<file path="config.mk">
export PLATFORM = sky130hd
export DESIGN_NAME = pseudo_start_code_remover_unit
export DESIGN_NICKNAME = d
export VERILOG_FILES = /design/src/design/pscr_pkg.sv /design/src/design/pscr_front.sv /design/src/design/pscr_queue.sv /design/src/design/pscr_back.sv /design/src/design/pseudo_start_code_remover_unit.sv
export SDC_FILE = /design/constraint.sdc
export NUM_CORES = 1
export LEC_CHECK = 0
export BUFFER_PORTS_ARGS = -buffer_cell sky130_fd_sc_hd__buf_2
export CAP_MARGIN = 20
export CELL_PAD_IN_SITES_DETAIL_PLACEMENT = 1
export CELL_PAD_IN_SITES_GLOBAL_PLACEMENT = 1
export CORE_ASPECT_RATIO = 0.6
export CORE_UTILIZATION = 39
export CTS_CLUSTER_SIZE = 14
export DETAILED_ROUTE_END_ITERATION = 8
export PLACE_DENSITY_LB_ADDON = 0.1
export RECOVER_POWER = 50
export SYNTH_ARGS = -nofsm -noshare
export SYNTH_HDL_FRONTEND = slang
export SYNTH_SLANG_ARGS = --single-unit
</file>
<file path="constraint.sdc">
create_clock -name i_clk -period 8.5 [get_ports i_clk]
set_input_delay 0.85 -clock i_clk [delete_from_list [all_inputs] [get_ports i_clk]]
set_output_delay 0.85 -clock i_clk [all_outputs]
set_load 0.03 [all_outputs]
</file>
<file path="src/design/pscr_pkg.sv">
// Package for the pseudo start code remover: byte codes, result group type,
// and the bit-realignment helpers used by the front part.
// No dependencies.
`default_nettype none

package pscr_pkg;

    localparam logic [7:0] BYTE_ZERO     = 8'h00;
    localparam logic [7:0] BYTE_ONE      = 8'h01;
    localparam logic [7:0] BYTE_EPB      = 8'h02;
    localparam logic [7:0] ID_SEQ_HEADER = 8'hB0;
    localparam logic [7:0] ID_USER_DATA  = 8'hB5;
    localparam logic [7:0] ID_EXTENSION  = 8'hB1;

    localparam logic [1:0] ZRUN_MAX      = 2'd3;
    localparam logic [1:0] ZRUN_PREFIX   = 2'd2;

    localparam logic [2:0] HOLD_NONE     = 3'd0;
    localparam logic [2:0] HOLD_TWO      = 3'd2;
    localparam logic [2:0] HOLD_FOUR     = 3'd4;
    localparam logic [2:0] HOLD_SIX      = 3'd6;

    localparam logic [1:0] GRP_EMPTY     = 2'd0;
    localparam logic [1:0] GRP_ONE       = 2'd1;
    localparam logic [1:0] GRP_FULL      = 2'd2;

    typedef struct packed {
        logic [1:0] cnt;
        logic [7:0] first;
        logic [7:0] second;
    } t_group;

    typedef struct packed {
        logic   valid;
        t_group grp;
    } t_head;

    // held high bits followed by the top bits of the new byte
    function automatic logic [7:0] merge_held(input logic [7:0] held, input logic [7:0] b,
                                              input logic [2:0] k);
        logic [7:0] res;
        case (k)
            HOLD_TWO:  res = {held[7:6], b[7:2]};
            HOLD_FOUR: res = {held[7:4], b[7:4]};
            HOLD_SIX:  res = {held[7:2], b[7:6]};
            default:   res = b;
        endcase
        return res;
    endfunction

    // low bits of the byte that carry over, same hold width
    function automatic logic [7:0] carry_tail(input logic [7:0] b, input logic [2:0] k);
        logic [7:0] res;
        case (k)
            HOLD_TWO:  res = {b[1:0], 6'd0};
            HOLD_FOUR: res = {b[3:0], 4'd0};
            HOLD_SIX:  res = {b[5:0], 2'd0};
            default:   res = 8'd0;
        endcase
        return res;
    endfunction

    // low bits that carry over after a stripped byte, hold width shrinks by two
    function automatic logic [7:0] strip_tail(input logic [7:0] b, input logic [2:0] k);
        logic [7:0] res;
        case (k)
            HOLD_FOUR: res = {b[3:2], 6'd0};
            HOLD_SIX:  res = {b[5:2], 4'd0};
            default:   res = 8'd0;
        endcase
        return res;
    endfunction

endpackage

`default_nettype wire

</file>
<file path="src/design/pscr_front.sv">
// Front part: accepts stream bytes, tracks start codes and the realignment
// state, and builds a group of up to two result bytes per input.
// Depends on pscr_pkg.
`default_nettype none

module pscr_front
    import pscr_pkg::*;
(
    input  wire logic       i_clk,
    input  wire logic       i_rst_n,
    input  wire logic       i_valid,
    input  wire logic [7:0] i_data,
    input  wire logic       i_last,
    input  wire logic       i_full,
    output logic            o_ready,
    output logic            o_push,
    output t_group          o_grp
);

    logic [1:0] r_zero_run, n_zero_run;
    logic       r_prefix,   n_prefix;
    logic       r_strip,    n_strip;
    logic [2:0] r_hold_cnt, n_hold_cnt;
    logic [7:0] r_held,     n_held;

    logic       w_accept;
    logic       w_wide6;
    logic [2:0] w_k;
    t_group     w_grp;

    assign o_ready  = !i_full;
    assign w_accept = i_valid && !i_full;

    always_comb begin
        n_zero_run = r_zero_run;
        n_prefix   = r_prefix;
        n_strip    = r_strip;
        n_hold_cnt = r_hold_cnt;
        n_held     = r_held;
        w_wide6    = 1'b0;
        w_grp      = '{cnt: GRP_EMPTY, first: 8'd0, second: 8'd0};

        case (i_data)
            BYTE_ZERO: begin
                if (r_prefix) begin
                    n_strip  = 1'b1;
                    n_prefix = 1'b0;
                end
                if (r_zero_run != ZRUN_MAX) begin
                    n_zero_run = r_zero_run + 2'd1;
                end
            end
            BYTE_ONE: begin
                if (r_zero_run >= ZRUN_PREFIX) begin
                    n_prefix = 1'b1;
                    if (r_hold_cnt != HOLD_NONE) begin
                        n_hold_cnt   = HOLD_NONE;
                        w_grp.first  = 8'd0;
                        w_grp.cnt    = GRP_ONE;
                    end
                end
                n_zero_run = 2'd0;
            end
            BYTE_EPB: begin
                w_wide6    = r_strip && (r_zero_run == ZRUN_PREFIX);
                n_zero_run = 2'd0;
            end
            default: begin
                if (r_prefix) begin
                    n_strip  = !(i_data == ID_SEQ_HEADER || i_data == ID_USER_DATA ||
                                 i_data == ID_EXTENSION);
                    n_prefix = 1'b0;
                end
                n_zero_run = 2'd0;
            end
        endcase

        w_k = n_hold_cnt;
        if (!w_wide6) begin
            if (w_k == HOLD_NONE) begin
                if (w_grp.cnt == GRP_EMPTY) w_grp.first = i_data;
                else                        w_grp.second = i_data;
                w_grp.cnt = w_grp.cnt + 2'd1;
            end else begin
                if (w_grp.cnt == GRP_EMPTY) w_grp.first = merge_held(r_held, i_data, w_k);
                else                        w_grp.second = merge_held(r_held, i_data, w_k);
                w_grp.cnt = w_grp.cnt + 2'd1;
                n_held    = carry_tail(i_data, w_k);
            end
        end else begin
            if (w_k == HOLD_NONE) begin
                n_held     = i_data;
                n_hold_cnt = HOLD_SIX;
            end else begin
                if (w_grp.cnt == GRP_EMPTY) w_grp.first = merge_held(r_held, i_data, w_k);
                else                        w_grp.second = merge_held(r_held, i_data, w_k);
                w_grp.cnt  = w_grp.cnt + 2'd1;
                n_held     = strip_tail(i_data, w_k);
                n_hold_cnt = w_k - 3'd2;
            end
        end

        if (i_last) begin
            if (n_hold_cnt != HOLD_NONE && n_held != 8'd0 && w_grp.cnt != GRP_FULL) begin
                if (w_grp.cnt == GRP_EMPTY) w_grp.first = n_held;
                else                        w_grp.second = n_held;
                w_grp.cnt = w_grp.cnt + 2'd1;
            end
            n_zero_run = 2'd0;
            n_prefix   = 1'b0;
            n_strip    = 1'b0;
            n_hold_cnt = HOLD_NONE;
            n_held     = 8'd0;
        end
    end

    assign o_push = w_accept && (w_grp.cnt != GRP_EMPTY);
    assign o_grp  = w_grp;

    always_ff @(posedge i_clk) begin
        if (!i_rst_n) begin
            r_zero_run <= 2'd0;
            r_prefix   <= 1'b0;
            r_strip    <= 1'b0;
            r_hold_cnt <= HOLD_NONE;
            r_held     <= 8'd0;
        end else if (w_accept) begin
            r_zero_run <= n_zero_run;
            r_prefix   <= n_prefix;
            r_strip    <= n_strip;
            r_hold_cnt <= n_hold_cnt;
            r_held     <= n_held;
        end
    end

endmodule

`default_nettype wire

</file>
<file path="src/design/pscr_queue.sv">
// Two-entry shift queue of result groups between the front and back parts.
// Depends on pscr_pkg.
`default_nettype none

module pscr_queue
    import pscr_pkg::*;
(
    input  wire logic   i_clk,
    input  wire logic   i_rst_n,
    input  wire logic   i_push,
    input  wire t_group i_grp,
    input  wire logic   i_pop,
    output logic        o_full,
    output t_head       o_head
);

    logic [1:0] r_fill, n_fill;
    t_group     r_slot [2];
    logic [1:0] w_base;
    logic       w_wr_idx;

    assign o_full      = (r_fill == 2'd2);
    assign o_head.valid = (r_fill != 2'd0);
    assign o_head.grp   = r_slot[0];

    assign w_base   = r_fill - {1'b0, i_pop};
    assign w_wr_idx = w_base[0];
    assign n_fill   = w_base + {1'b0, i_push};

    always_ff @(posedge i_clk) begin
        if (!i_rst_n) begin
            r_fill <= 2'd0;
        end else begin
            r_fill <= n_fill;
        end
    end

    always_ff @(posedge i_clk) begin
        if (i_push && !w_wr_idx) begin
            r_slot[0] <= i_grp;
        end else if (i_pop) begin
            r_slot[0] <= r_slot[1];
        end
        if (i_push && w_wr_idx) begin
            r_slot[1] <= i_grp;
        end
    end

endmodule

`default_nettype wire

</file>
<file path="src/design/pscr_back.sv">
// Back part: serializes queued result groups onto the output stream through
// a registered output stage. Depends on pscr_pkg.
`default_nettype none

module pscr_back
    import pscr_pkg::*;
(
    input  wire logic       i_clk,
    input  wire logic       i_rst_n,
    input  wire t_head      i_head,
    input  wire logic       i_ready,
    output logic            o_pop,
    output logic            o_valid,
    output logic [7:0]      o_data,
    output logic            o_last
);

    logic       r_valid, n_valid;
    logic [7:0] r_data,  n_data;
    logic       r_last,  n_last;
    logic       r_idx,   n_idx;
    logic       w_load;

    assign w_load = !r_valid || i_ready;

    always_comb begin
        n_valid = r_valid;
        n_data  = r_data;
        n_last  = r_last;
        n_idx   = r_idx;
        o_pop   = 1'b0;
        if (w_load) begin
            n_valid = i_head.valid;
            if (i_head.valid) begin
                n_data = r_idx ? i_head.grp.second : i_head.grp.first;
                n_last = r_idx || (i_head.grp.cnt == GRP_ONE);
                o_pop  = n_last;
                n_idx  = !n_last;
            end
        end
    end

    always_ff @(posedge i_clk) begin
        if (!i_rst_n) begin
            r_valid <= 1'b0;
            r_idx   <= 1'b0;
        end else begin
            r_valid <= n_valid;
            r_idx   <= n_idx;
        end
    end

    always_ff @(posedge i_clk) begin
        r_data <= n_data;
        r_last <= n_last;
    end

    assign o_valid = r_valid;
    assign o_data  = r_data;
    assign o_last  = r_last;

endmodule

`default_nettype wire

</file>
<file path="src/design/pseudo_start_code_remover_unit.sv">
// Top level of the pseudo start code remover: front, queue and back parts.
// Depends on pscr_pkg, pscr_front, pscr_queue, pscr_back.
//
// Usage:
//   Input stream s_axis_*: one raw byte per transaction in tdata, tlast marks
//   the final byte of a unit and flushes held bits before the state clears.
//   Output stream m_axis_*: one cleaned byte per transaction; tlast is set on
//   the last result byte caused by an input byte. An input may cause zero,
//   one or two output bytes.
//   Path: each result byte passes through the group queue and then the
//   output register before it appears on m_axis.
//   Throughput: one input byte per cycle while m_axis_tready is high and each
//   input yields at most one result; two results of one input leave one at
//   a time via the single-byte output register and the two-entry group queue.
//   Reset (synchronous, active low) clears the start code state, the held
//   bits, the queue and the output register.
//   When the receiver stalls, the output holds, the queue fills and
//   s_axis_tready drops once both queue entries are taken.
`default_nettype none

module pseudo_start_code_remover_unit
    import pscr_pkg::*;
(
    input  wire logic       i_clk,
    input  wire logic       i_rst_n,
    input  wire logic       s_axis_tvalid,
    output logic            s_axis_tready,
    input  wire logic [7:0] s_axis_tdata,   // [7:0] data_byte
    input  wire logic       s_axis_tlast,
    output logic            m_axis_tvalid,
    input  wire logic       m_axis_tready,
    output logic [7:0]      m_axis_tdata,   // [7:0] out_byte
    output logic            m_axis_tlast
);

    logic   w_push;
    logic   w_pop;
    logic   w_full;
    t_group w_grp;
    t_head  w_head;

    pscr_front u_front (
        .i_clk   (i_clk),
        .i_rst_n (i_rst_n),
        .i_valid (s_axis_tvalid),
        .i_data  (s_axis_tdata),
        .i_last  (s_axis_tlast),
        .i_full  (w_full),
        .o_ready (s_axis_tready),
        .o_push  (w_push),
        .o_grp   (w_grp)
    );

    pscr_queue u_queue (
        .i_clk   (i_clk),
        .i_rst_n (i_rst_n),
        .i_push  (w_push),
        .i_grp   (w_grp),
        .i_pop   (w_pop),
        .o_full  (w_full),
        .o_head  (w_head)
    );

    pscr_back u_back (
        .i_clk   (i_clk),
        .i_rst_n (i_rst_n),
        .i_head  (w_head),
        .i_ready (m_axis_tready),
        .o_pop   (w_pop),
        .o_valid (m_axis_tvalid),
        .o_data  (m_axis_tdata),
        .o_last  (m_axis_tlast)
    );

endmodule

`default_nettype wire

</file>
Word level (Yosys, flattened, before mapping) --
Memories as Yosys holds them, arrays and structs flattened. Cells that the tools add are included.
Storage, ports and cells: register bits 28, memory bits (writable) 36, output and inout bits 11, word-level logic and storage cells 120, memories kept 1
Cells by class: $add $sub $neg 6, $lt $le $gt $ge 1, equality and inequality tests 17, mux-type cells 52, bitwise operators 1, reduce and logical (&&, ||, !) cells 32
Memories:
- u_queue.r_slot | words 2, width 18, read ports 2, clocked after Yosys merged registers in 0, wr ports 1, line pscr_queue.sv:18 | t_group r_slot [2];
Operator list (count):
- 18-bit two-way mux | 6
- 8-bit two-way mux | 11
- 8-bit one-hot mux with 3 select lines | 2
- 8-bit equality test (second input constant) | 3
- 10-bit two-way mux | 2
- 3-bit two-way mux | 6
- 18-bit OR reduction | 1
- 1-bit two-way mux | 17
- 16-bit two-way mux | 1
- 8-bit one-hot mux with 2 select lines | 1
- 9-bit two-way mux | 1
- 8-bit by 1-bit equality test with 1-bit output (second input constant) | 1
- 8-bit by 2-bit equality test with 1-bit output (second input constant) | 1
- 8-bit logical NOT | 1
- 8-bit nonzero test | 1
- 1-bit logical AND | 7
- 2-bit by 1-bit adder with 2-bit output (second input constant) | 3
- 3-bit equality test (second input constant) | 2
- 2-bit two-way mux | 3
- 2-bit != test (second input constant) | 3
- 3-bit by 2-bit != test with 1-bit output (second input constant) | 2
- 3-bit AND reduction | 2
- 2-bit nonzero test | 3
- 3-bit nonzero test | 2
- 16 further kinds | 27

Longest topological paths before layout --
Gate-level depths: netlist (run 1).
depth in word-level cells 20, depth in mapped cells 20

Cells and area by module --
Synthesis (run 1) repeated with hierarchy kept, for this count alone.
Second synthesis, totals: cells, all modules 347, area, all modules 3900.0 um^2
Modules (own cells, without submodules):
- pscr_front | instances 1, cells each 227, area an instance 1755.4 um^2, seq. area each 300.3 um^2
- pscr_queue | instances 1, cells each 88, area an instance 1640.3 um^2, seq. area each 1121.1 um^2
- pscr_back | instances 1, cells each 32, area an instance 504.2 um^2, seq. area each 310.3 um^2

Least setup slack after synthesis (run 1) --
No wires, ideal clock.
path type input to register, start input port s_axis_tdata[2], end memory u_queue.r_slot[0][10] (netlist name) (data pin), arrival time 4951 ps, data required time 8240 ps, path slack 3289 ps, stages on the path 17, cells stage by stage or4_4 -> or4_4 -> clkbuf_1 -> nor2_1 -> ha_1 -> nand2b_1 -> a21oi_1 -> ha_1 -> a211o_1 -> o21bai_4 -> o31ai_1 -> a31oi_1 -> ha_1 -> or2_2 -> clkbuf_1 -> clkbuf_1 -> mux2_2
Between the ends: longest elaborated chain between the ends 18
RTL lines:
- from (decl) | line pseudo_start_code_remover_unit.sv:28 | input wire logic [7:0] s_axis_tdata,
- 8-bit by 1-bit equality test with 1-bit output | line pscr_front.sv:43 | case (i_data)
- 3-bit two-way mux | line pscr_front.sv:43
- 3-bit equality test or 3-bit by 2-bit equality test with 1-bit output (tied branches) | line pscr_pkg.sv:42, pscr_pkg.sv:54, pscr_pkg.sv:66
- 8-bit one-hot mux with 3 select lines or 8-bit one-hot mux with 2 select lines (tied branches) | line pscr_pkg.sv:54, pscr_pkg.sv:66
- 8-bit two-way mux (on tied branches) | line pscr_front.sv:80, pscr_front.sv:91
- 8-bit two-way mux | line pscr_front.sv:79 | if (!w_wide6) begin
- 8-bit nonzero test | line pscr_front.sv:104 | if (n_hold_cnt != HOLD_NONE && n_held != 8'd0 && w_grp.cnt != GRP_FULL) begin
- 1-bit logical AND (2 in series) | line pscr_front.sv:104
- 18-bit two-way mux | line pscr_front.sv:104
- 18-bit two-way mux (*) | line pscr_front.sv:103 | if (i_last) begin
- 2-bit nonzero test | line pscr_front.sv:117 | assign o_push = w_accept && (w_grp.cnt != GRP_EMPTY);
- 1-bit logical AND | line pscr_front.sv:117
- 1-bit logical AND (on tied branches) | line pscr_queue.sv:44, pscr_queue.sv:39
- 1-bit two-way mux (on tied branches) | line pscr_queue.sv:44, pscr_queue.sv:39
- 1-bit two-way mux (on tied branches) | line pscr_queue.sv:45, pscr_queue.sv:42
- 18-bit OR reduction (no source line) or 18-bit two-way mux (tied branches)
- 18-bit two-way mux (no source line) (*)
- to (decl) | line pscr_queue.sv:18
Mark *: on every way between the ends. The rest lies on a longest branch, timed or not.

Worst setup path after layout (run 1) --
start input port s_axis_tdata[4], end register u_queue.r_fill[1]
Between the ends: longest elaborated chain between the ends 14
RTL lines:
- 8-bit by 1-bit equality test with 1-bit output | line pscr_front.sv:43
- 3-bit two-way mux | line pscr_front.sv:43
- 3-bit equality test or 3-bit by 2-bit equality test with 1-bit output (tied branches) | line pscr_pkg.sv:54, pscr_pkg.sv:66
- 8-bit one-hot mux with 3 select lines or 8-bit one-hot mux with 2 select lines (tied branches) | line pscr_pkg.sv:54, pscr_pkg.sv:66
- 8-bit two-way mux (on tied branches) | line pscr_front.sv:80, pscr_front.sv:91
- 8-bit two-way mux | line pscr_front.sv:79
- 8-bit nonzero test | line pscr_front.sv:104
- 1-bit logical AND (2 in series) | line pscr_front.sv:104
- 18-bit two-way mux | line pscr_front.sv:104
- 18-bit two-way mux (*) | line pscr_front.sv:103
- 2-bit nonzero test (*) | line pscr_front.sv:117
- 1-bit logical AND (*) | line pscr_front.sv:117
- 2-bit by 1-bit adder with 2-bit output (*) | line pscr_queue.sv:28 | assign n_fill = w_base + {1'b0, i_push};
- to (signal assigned) | line pscr_queue.sv:34 | r_fill <= n_fill;
- to (decl) | line pscr_queue.sv:17 | logic [1:0] r_fill, n_fill;
Marked as above. A chain may end at the register's enable or synchronous reset.

==> results.json, run 1 <==
{
  "p_per_area_mw_per_mm2": 288.3,
  "violations": "max-capacitance violations, max-slew violations",
  "numCtsBuffers": 9,
  "fmax_ghz": 0.1557,
  "slew_headroom_pct": -23.20,
  "drc": 0,
  "seq_area_frac_synth_pct": 47.11,
  "synth.avg_cell_area_um2": 10.44,
  "path_cells": "clkbuf_1 -> or4_1 -> nor4_1 -> nor2_1 -> ha_1 -> nand2b_1 -> a21oi_1 -> ha_1 -> a211o_1 -> o21bai_1 -> o31ai_1 -> a31oi_1 -> ha_1 -> xnor2_1 -> xnor2_1 -> and2_1",
  "p_int_mw": 0.8307,
  "vias": 2843,
  "sw_frac_of_total_pct": 30.80,
  "crit_top_cell": "ha_1",
  "ys.flop_type": "edfxtp_1",
  "ant_nets": 0,
  "outcome": "finished with violations",
  "die_h_um": 77.20,
  "finalCriticalPeriod_ps": 6423,
  "hold_viol": 0,
  "grt_pass1_wl_um": 15810,
  "drv_slew": 13,
  "grt_max_degree": 21,
  "worstPathRequired_ps": 8720,
  "rows": 27,
  "multiInputGateArea_mm2": 0.001788,
  "area_delta_synth_final_pct": 13.27,
  "num_antenna_cells": 0,
  "htreeDepth": 3,
  "finalNonFillerCells": 505,
  "critPathMaxStageDelay_ps": 1500,
  "fin_crit_sh_pct": 75.56,
  "cp_max_fo": 19,
  "critPathLaunchType": "primary input",
  "dp_worst_setup_slack_ps": 2712,
  "synth_edf_count": 45,
  "syn_nets": 373,
  "final_core_util_pct": 45.48,
  "power_switching_mw": 0.3697,
  "final_layout_size_suffix_gt1_share_pct": 17.07,
  "clk_path_buf_depth": 2,
  "finalSetupTns_ps": 0,
  "crit_type": "primary input to flop",
  "clock_latency_ps": 330,
  "combinationalPowerShare_pct": 25.0,
  "cts_sinks": 64,
  "die_w_um": 127.3,
  "nNetsFinal": 391,
  "synthArstFlopShare_pct": 0,
  "seqPwrFrac_pct": 41.7,
  "register_area_mm2": 0.001732,
  "cpMaxStageDelayCell": "nor4_1",
  "routedWlPerCell_um": 19.46,
  "tightest_slew_ps": 1831,
  "finalSetupViolations": 0,
  "overflow": 0,
  "worst_slack_ps": 2077,
  "initial_core_util_pct": 40.15,
  "gp_congestion": 0.9144,
  "vias_per_cell": 5.630,
  "cts_hold_buf": 0,
  "numPortBuffers": 23,
  "syn_area_mm2": 0.003676,
  "dp_cells": 488,
  "syn_inst": 352,
  "coreArea_mm2": 0.009155,
  "ioPinCount": 24,
  "fp.dieArea_mm2": 0.009830,
  "rsz0062_at_grt": "no",
  "p_leak_nw": 1.447,
  "fillers": 1050,
  "r2r_slack_ps": 2720,
  "dp_hpwl_um": 7345,
  "crit_arrival_ps": 6640,
  "ir_worst_vdd_mv": 0.1580,
  "finClkSkew_ps": 4.960,
  "worstSetupEndpointType": "flop",
  "cts.repair.resized": 0,
  "dr.pass1.iters": 4,
  "antenna_found_initial": 0,
  "cts-root-buf": "clkbuf_16",
  "hold_path_class": "flop to flop",
  "track_usage_pct": 21.91,
  "max-cap-violations": 1,
  "cts_setup_buffers": 0,
  "ys_warn_count": 0,
  "first_iter_violations": 266,
  "cts_tree": "yes",
  "grt_pass1_vias": 2876,
  "clkPwrFrac_pct": 33.3,
  "routed_wl_um": 9827,
  "clkTransAtPathRegs_ps": 50,
  "synth.distinct_cells": 65,
  "synth-seq-cells": 64
}
[critical path, delay by kind of cell]
family / cells / cell delay [ps]
AO/OA/AOI/OAI: 5 / 1160
XOR/XNOR: 2 / 370
adder cells (fa/ha/maj): 3 / 1440
buffers and inverters: 1 / 180
AND/OR/NAND/NOR: 5 / 2650
[routing by layer]
| layer | part of all wire [%] | GRT usage [%] | wire, µm | vias up |
|---|---|---|---|---|
| li1 | - | - | - | 1364 |
| met1 | 50 | 31.94 | 4865 | 1400 |
| met2 | 42 | 30.38 | 4128 | 68 |
| met3 | 7.6 | 7.118 | 744 | 11 |
| met4 | 0.91 | 6.429 | 89 | 0 |
| met5 | 0 | 0 | 0 | - |
[path summary, 6_finish.rpt]
check,start,to,cells after the start
worst max register to register,u_front.r_zero_run[0],u_queue.r_fill[1],17
worst min register to register,u_front.r_held[0],u_front.r_held[0],2
worst max-delay path,s_axis_tdata[4],u_queue.r_fill[1],16
worst min-delay path,u_front.r_held[0],u_front.r_held[0],2
[power groups by stage]
| stage | Clock [mW] | Sequential (mW) | Combinational (mW) |
|---|---|---|---|
| final | 0.399 | 0.501 | 0.300 |
| after global routing | 0.422 | 0.512 | 0.330 |
| after CTS | 0.408 | 0.502 | 0.311 |
| after detailed placement | 0 | 0.508 | 0.309 |
| after global placement | 0 | 0.505 | 0.299 |
| after floorplan | 0 | 0.542 | 0.181 |
[sequential cells by signal, summed over array words and instances, names as in the netlist]
signal	cells
u_queue.r_slot	36
u_back.o_data	8
u_front.r_held	8
u_front.r_hold_cnt	3
u_front.r_zero_run	2
u_queue.r_fill	2
u_back.o_last	1
u_back.o_valid	1
u_back.r_idx	1
u_front.r_prefix	1
u_front.r_strip	1
[logic make-up (layout without fill, tap and decap cells)]
| logic type | count (synthesis) | count (layout) | share of synthesized area [%] |
|---|---|---|---|
| AND/OR/NAND/NOR | 123 | 123 | 17.53 |
| AO/OA/AOI/OAI | 95 | 95 | 19.74 |
| flip-flops | 64 | 64 | 47.11 |
| buffers and inverters | 31 | 54 | 3.336 |
| multiplexers | 28 | 28 | 8.850 |
| adder cells (fa/ha/maj) | 8 | 8 | 2.723 |
| XOR/XNOR | 3 | 3 | 0.7149 |
[placed cells by master, fill, tap and decap left out, drive strengths merged, types with 3 or more instances in the layout]
cell type | netlist | routed
buf | 3 | 11
o22ai | 3 | 3
a21oi | 13 | 13
a32o | 3 | 3
or3 | 4 | 4
nor2 | 38 | 38
ha | 8 | 8
a22oi | 10 | 10
a21boi | 4 | 4
nor3 | 7 | 7
dfxtp | 19 | 19
a31oi | 8 | 8
or4 | 3 | 3
o32ai | 3 | 3
or2 | 3 | 3
nor2b | 11 | 11
clkbuf | 14 | 24
inv | 14 | 14
and2 | 9 | 9
o211ai | 3 | 3
mux2 | 24 | 24
mux2i | 4 | 4
o31ai | 13 | 13
nand2 | 28 | 28
o21ai | 17 | 17
edfxtp | 45 | 45
nor4 | 3 | 3
nand3 | 6 | 6
nand2b | 6 | 6
[cells in the mapped netlist, drive strengths merged (4+ instances only)]
master	number	area, µm²
nand2b	6	40.04
inv	14	52.55
nor2b	11	68.82
a31oi	8	65.06
nor3	7	51.30
clkbuf	14	52.55
o31ai	13	107.6
a21oi	13	65.06
edfxtp	45	1351
a21boi	4	30.03
a22oi	10	75.07
mux2	24	285.3
dfxtp	19	380.4
nand2	28	105.1
o21ai	17	85.08
nor2	38	145.1
mux2i	4	40.04
ha	8	100.1
nand3	6	30.03
or3	4	25.02
and2	9	56.30
[cell type report]
class                   count  share of cell area [%]
clock inverters             5                   1.923
flip-flops and latches     64                   41.59
inverters                  14                   1.262
clock buffers              11                   5.829
well taps                 130                   3.906
multi-input cells         257                   42.94
repair buffers             24                   2.554
[per-stage QoR]
stage / power [mW] / cell area (µm²) / hold slack [ps]
2_1_floorplan: 0.7226 / 3676 / 415.1
3_3_place_gp: 0.8035 / 3884 / 458.8
3_5_place_dp: 0.8175 / 3884 / 458.6
4_1_cts: 1.221 / 4207 / 470.3
5_1_grt: 1.264 / 4164 / 496.5
6_report: 1.200 / 4164 / 475.3
Note: power is estimated with default switching activity, not from simulation.
==> inputs of run 2 (changes only) <==
Settings changed: ABC_AREA from default to 1.
Clock period 8.5 ns to 5.6 ns, I/O delays scaled along.
==> run 2 against run 1 <==
The flow now finishes without violations. Clock skew is 2.0 ps higher. Clock-buffer cell count decreased by 1. Register-to-register slack got worse by 1900 ps. Cell area decreased by 5.8%. Cell count increased by 9.3%. Worst hold slack improved by 5.6 ps. Highest routed layer unchanged.
==> results.json, run 2 <==
{
  "cp_max_fo": 28,
  "numPortBuffers": 23,
  "dr.pass1.iters": 4,
  "p_int_mw": 1.147,
  "synth_edf_count": 45,
  "finalSetupTns_ps": 0,
  "crit_arrival_ps": 4850,
  "synth_top_area_cell": "edfxtp_1",
  "synth.avg_cell_area_um2": 8.560,
  "ir_worst_vdd_mv": 0.1961,
  "antenna_found_initial": 0,
  "overflow": 0,
  "ys_top_cells_by_count": "nand2_1, edfxtp_1, inv_1, nor2_1",
  "synth-seq-cells": 64,
  "finalSetupViolations": 0,
  "grt_max_degree": 29,
  "r2r-start": "u_front.r_zero_run[0]",
  "outcome": "finished clean",
  "drv_slew": 0,
  "synth_most_common_cell": "nand2_1",
  "max-cap-violations": 0,
  "finalCriticalPeriod_ps": 4770,
  "worstPathRequired_ps": 5680,
  "syn_nets": 430,
  "num_antenna_cells": 0,
  "finClkSkew_ps": 6.926,
  "clkTransAtPathRegs_ps": 50,
  "gp_congestion": 0.9152,
  "htreeDepth": 3,
  "routedWlPerCell_um": 17.15,
  "cts.repair.resized": 0,
  "sw_frac_of_total_pct": 33.86,
  "fmax_ghz": 0.2096,
  "syn_inst": 409,
  "drc": 0,
  "hp-start": "u_queue.r_fill[1]",
  "numCtsBuffers": 9,
  "slew_headroom_pct": 36.88,
  "power_switching_mw": 0.5873,
  "p_per_area_mw_per_mm2": 442.2,
  "wl_met1_um": 4826,
  "syn_area_mm2": 0.003501,
  "cts_tree": "yes",
  "clk_path_buf_depth": 2,
  "worstSetupEndpointType": "flop",
  "hold_viol": 0,
  "final_cell_area_mm2": 0.003923,
  "fin_crit_sh_pct": 85.18,
  "die_w_um": 124.3,
  "nNetsFinal": 456,
  "area_delta_synth_final_pct": 12.04,
  "cts_sinks": 64,
  "synthArstFlopShare_pct": 0,
  "vias": 2890,
  "met2_length_um": 3863,
  "routed_wl_um": 9465,
  "place_area_mm2": 0.003709,
  "rows": 26,
  "grt_pass1_vias": 2921,
  "initial_core_util_pct": 40.61,
  "ys_warn_count": 0,
  "synth.distinct_cells": 43,
  "grt_pass1_wl_um": 15310,
  "cts_hold_buf": 0,
  "synth.top_cell.area_share_pct": 38.60,
  "ys_top_cells_by_area": "edfxtp_1, dfxtp_1, nand2_1",
  "ys.flop_type": "edfxtp_1",
  "fp.dieArea_mm2": 0.009372,
  "critPathLaunch": "u_front.r_zero_run[0]",
  "cts_setup_buffers": 0,
  "track_usage_pct": 21.89,
  "final_layout_size_suffix_gt1_share_pct": 14.09,
  "routed.top_layer": "met4",
  "critPathLaunchType": "flop",
  "dp_hpwl_um": 7196,
  "mostFrequentLayoutCell": "nand2_1",
  "max_flop_register": "u_queue.r_slot",
  "hold_path_class": "flop to flop",
  "coreArea_mm2": 0.008621,
  "met3WireLength_um": 629,
  "largest_reg_flops": 36,
  "die_h_um": 75.39,
  "p_leak_nw": 1.683,
  "ant_nets": 0,
  "clkPwrFrac_pct": 28.9,
  "seq_area_frac_synth_pct": 49.46,
  "layout_common_cells": "nand2_1, inv_1, edfxtp_1",
  "ioPinCount": 24,
  "tightest_slew_ps": 946.8,
  "combinationalPowerShare_pct": 26.1,
  "first_iter_violations": 201,
  "clock_latency_ps": 330,
  "vias_per_cell": 5.236,
  "seqPwrFrac_pct": 44.9,
  "rsz0062_at_grt": "no",
  "cts-root-buf": "clkbuf_16",
  "crit_type": "flop to flop"
}
==> run 2: area by class of cell <==
cell class / count / area (µm²)
Clock inverter: 6 / 36.28
Sequential cell: 64 / 1732
Multi-Input combinational cell: 278 / 1461
Timing Repair Buffer: 25 / 110.1
Clock buffer: 10 / 229.0
Inverter: 57 / 214.0
Fill cell: 1047 / 4698
Tap cell: 112 / 140.1
==> run 2: final timing paths <==
path                           endpoint  slack (ps)  cells past startpoint
hold / removal        u_queue.r_fill[1]         480                      1
setup reg to reg  u_queue.r_slot[0][11]         830                     22
setup / recovery  u_queue.r_slot[0][11]         830                     22
hold reg to reg       u_queue.r_fill[1]         480                      1
==> run 2: power by group through the flow <==
stage	sequential, mW	combinational, mW	clock [mW]
final	0.779	0.453	0.502
after global placement	0.780	0.456	0
after global routing	0.797	0.504	0.531
after CTS	0.781	0.471	0.513
after detailed placement	0.790	0.469	0
after floorplan	0.838	0.271	0
==> run 2: metal layers <==
layer / global-route usage (%) / vias to the layer above
met5: 0 / -
met4: 7.229 / 0
met3: 5.829 / 13
met2: 33.15 / 63
met1: 30.75 / 1387
li1: - / 1427
==> run 2: cells by family after synthesis <==
family,after synthesis,synth area share [%]
buffers and inverters,67,7.684
DFF,64,49.46
AOI/OAI and AO/OA,57,9.221
adders and majority gates,8,2.859
muxes,8,2.573
and+or+nand+nor,203,27.70
xor gates and xnor gates,2,0.5004
==> run 2: stage by stage <==
stage               setup slack [ps]  hold slack, ps  util (%)  power [mW]  std cells
floorplan                       1877           443.5         -       1.109        409
global placement                1271           455.7     43.02       1.237        535
detailed placement              1037           471.4     43.02       1.259        535
CTS                             1132           485.7     46.10       1.765        551
global route                   373.7           497.9     45.50       1.832        552
finish                         829.7           480.9     45.50       1.735        552
==> run 2: critical path: stages, from the launching register on <==
cell      delay (ps)
dfxtp_1          310
inv_1            100
ha_1             240
inv_1             60
nand2_1          150
nand3_1          370
nor2_1           360
ha_1             290
o21ai_0          430
ha_1             230
nor2_1            50
nand2_1           80
inv_2            110
nand2_1          180
nand2_1           90
nand2_1          150
a21oi_2           80
ha_1             230
nor2_1           100
buf_4            290
clkinv_1         320
nand3_1          190
nand2_1           70
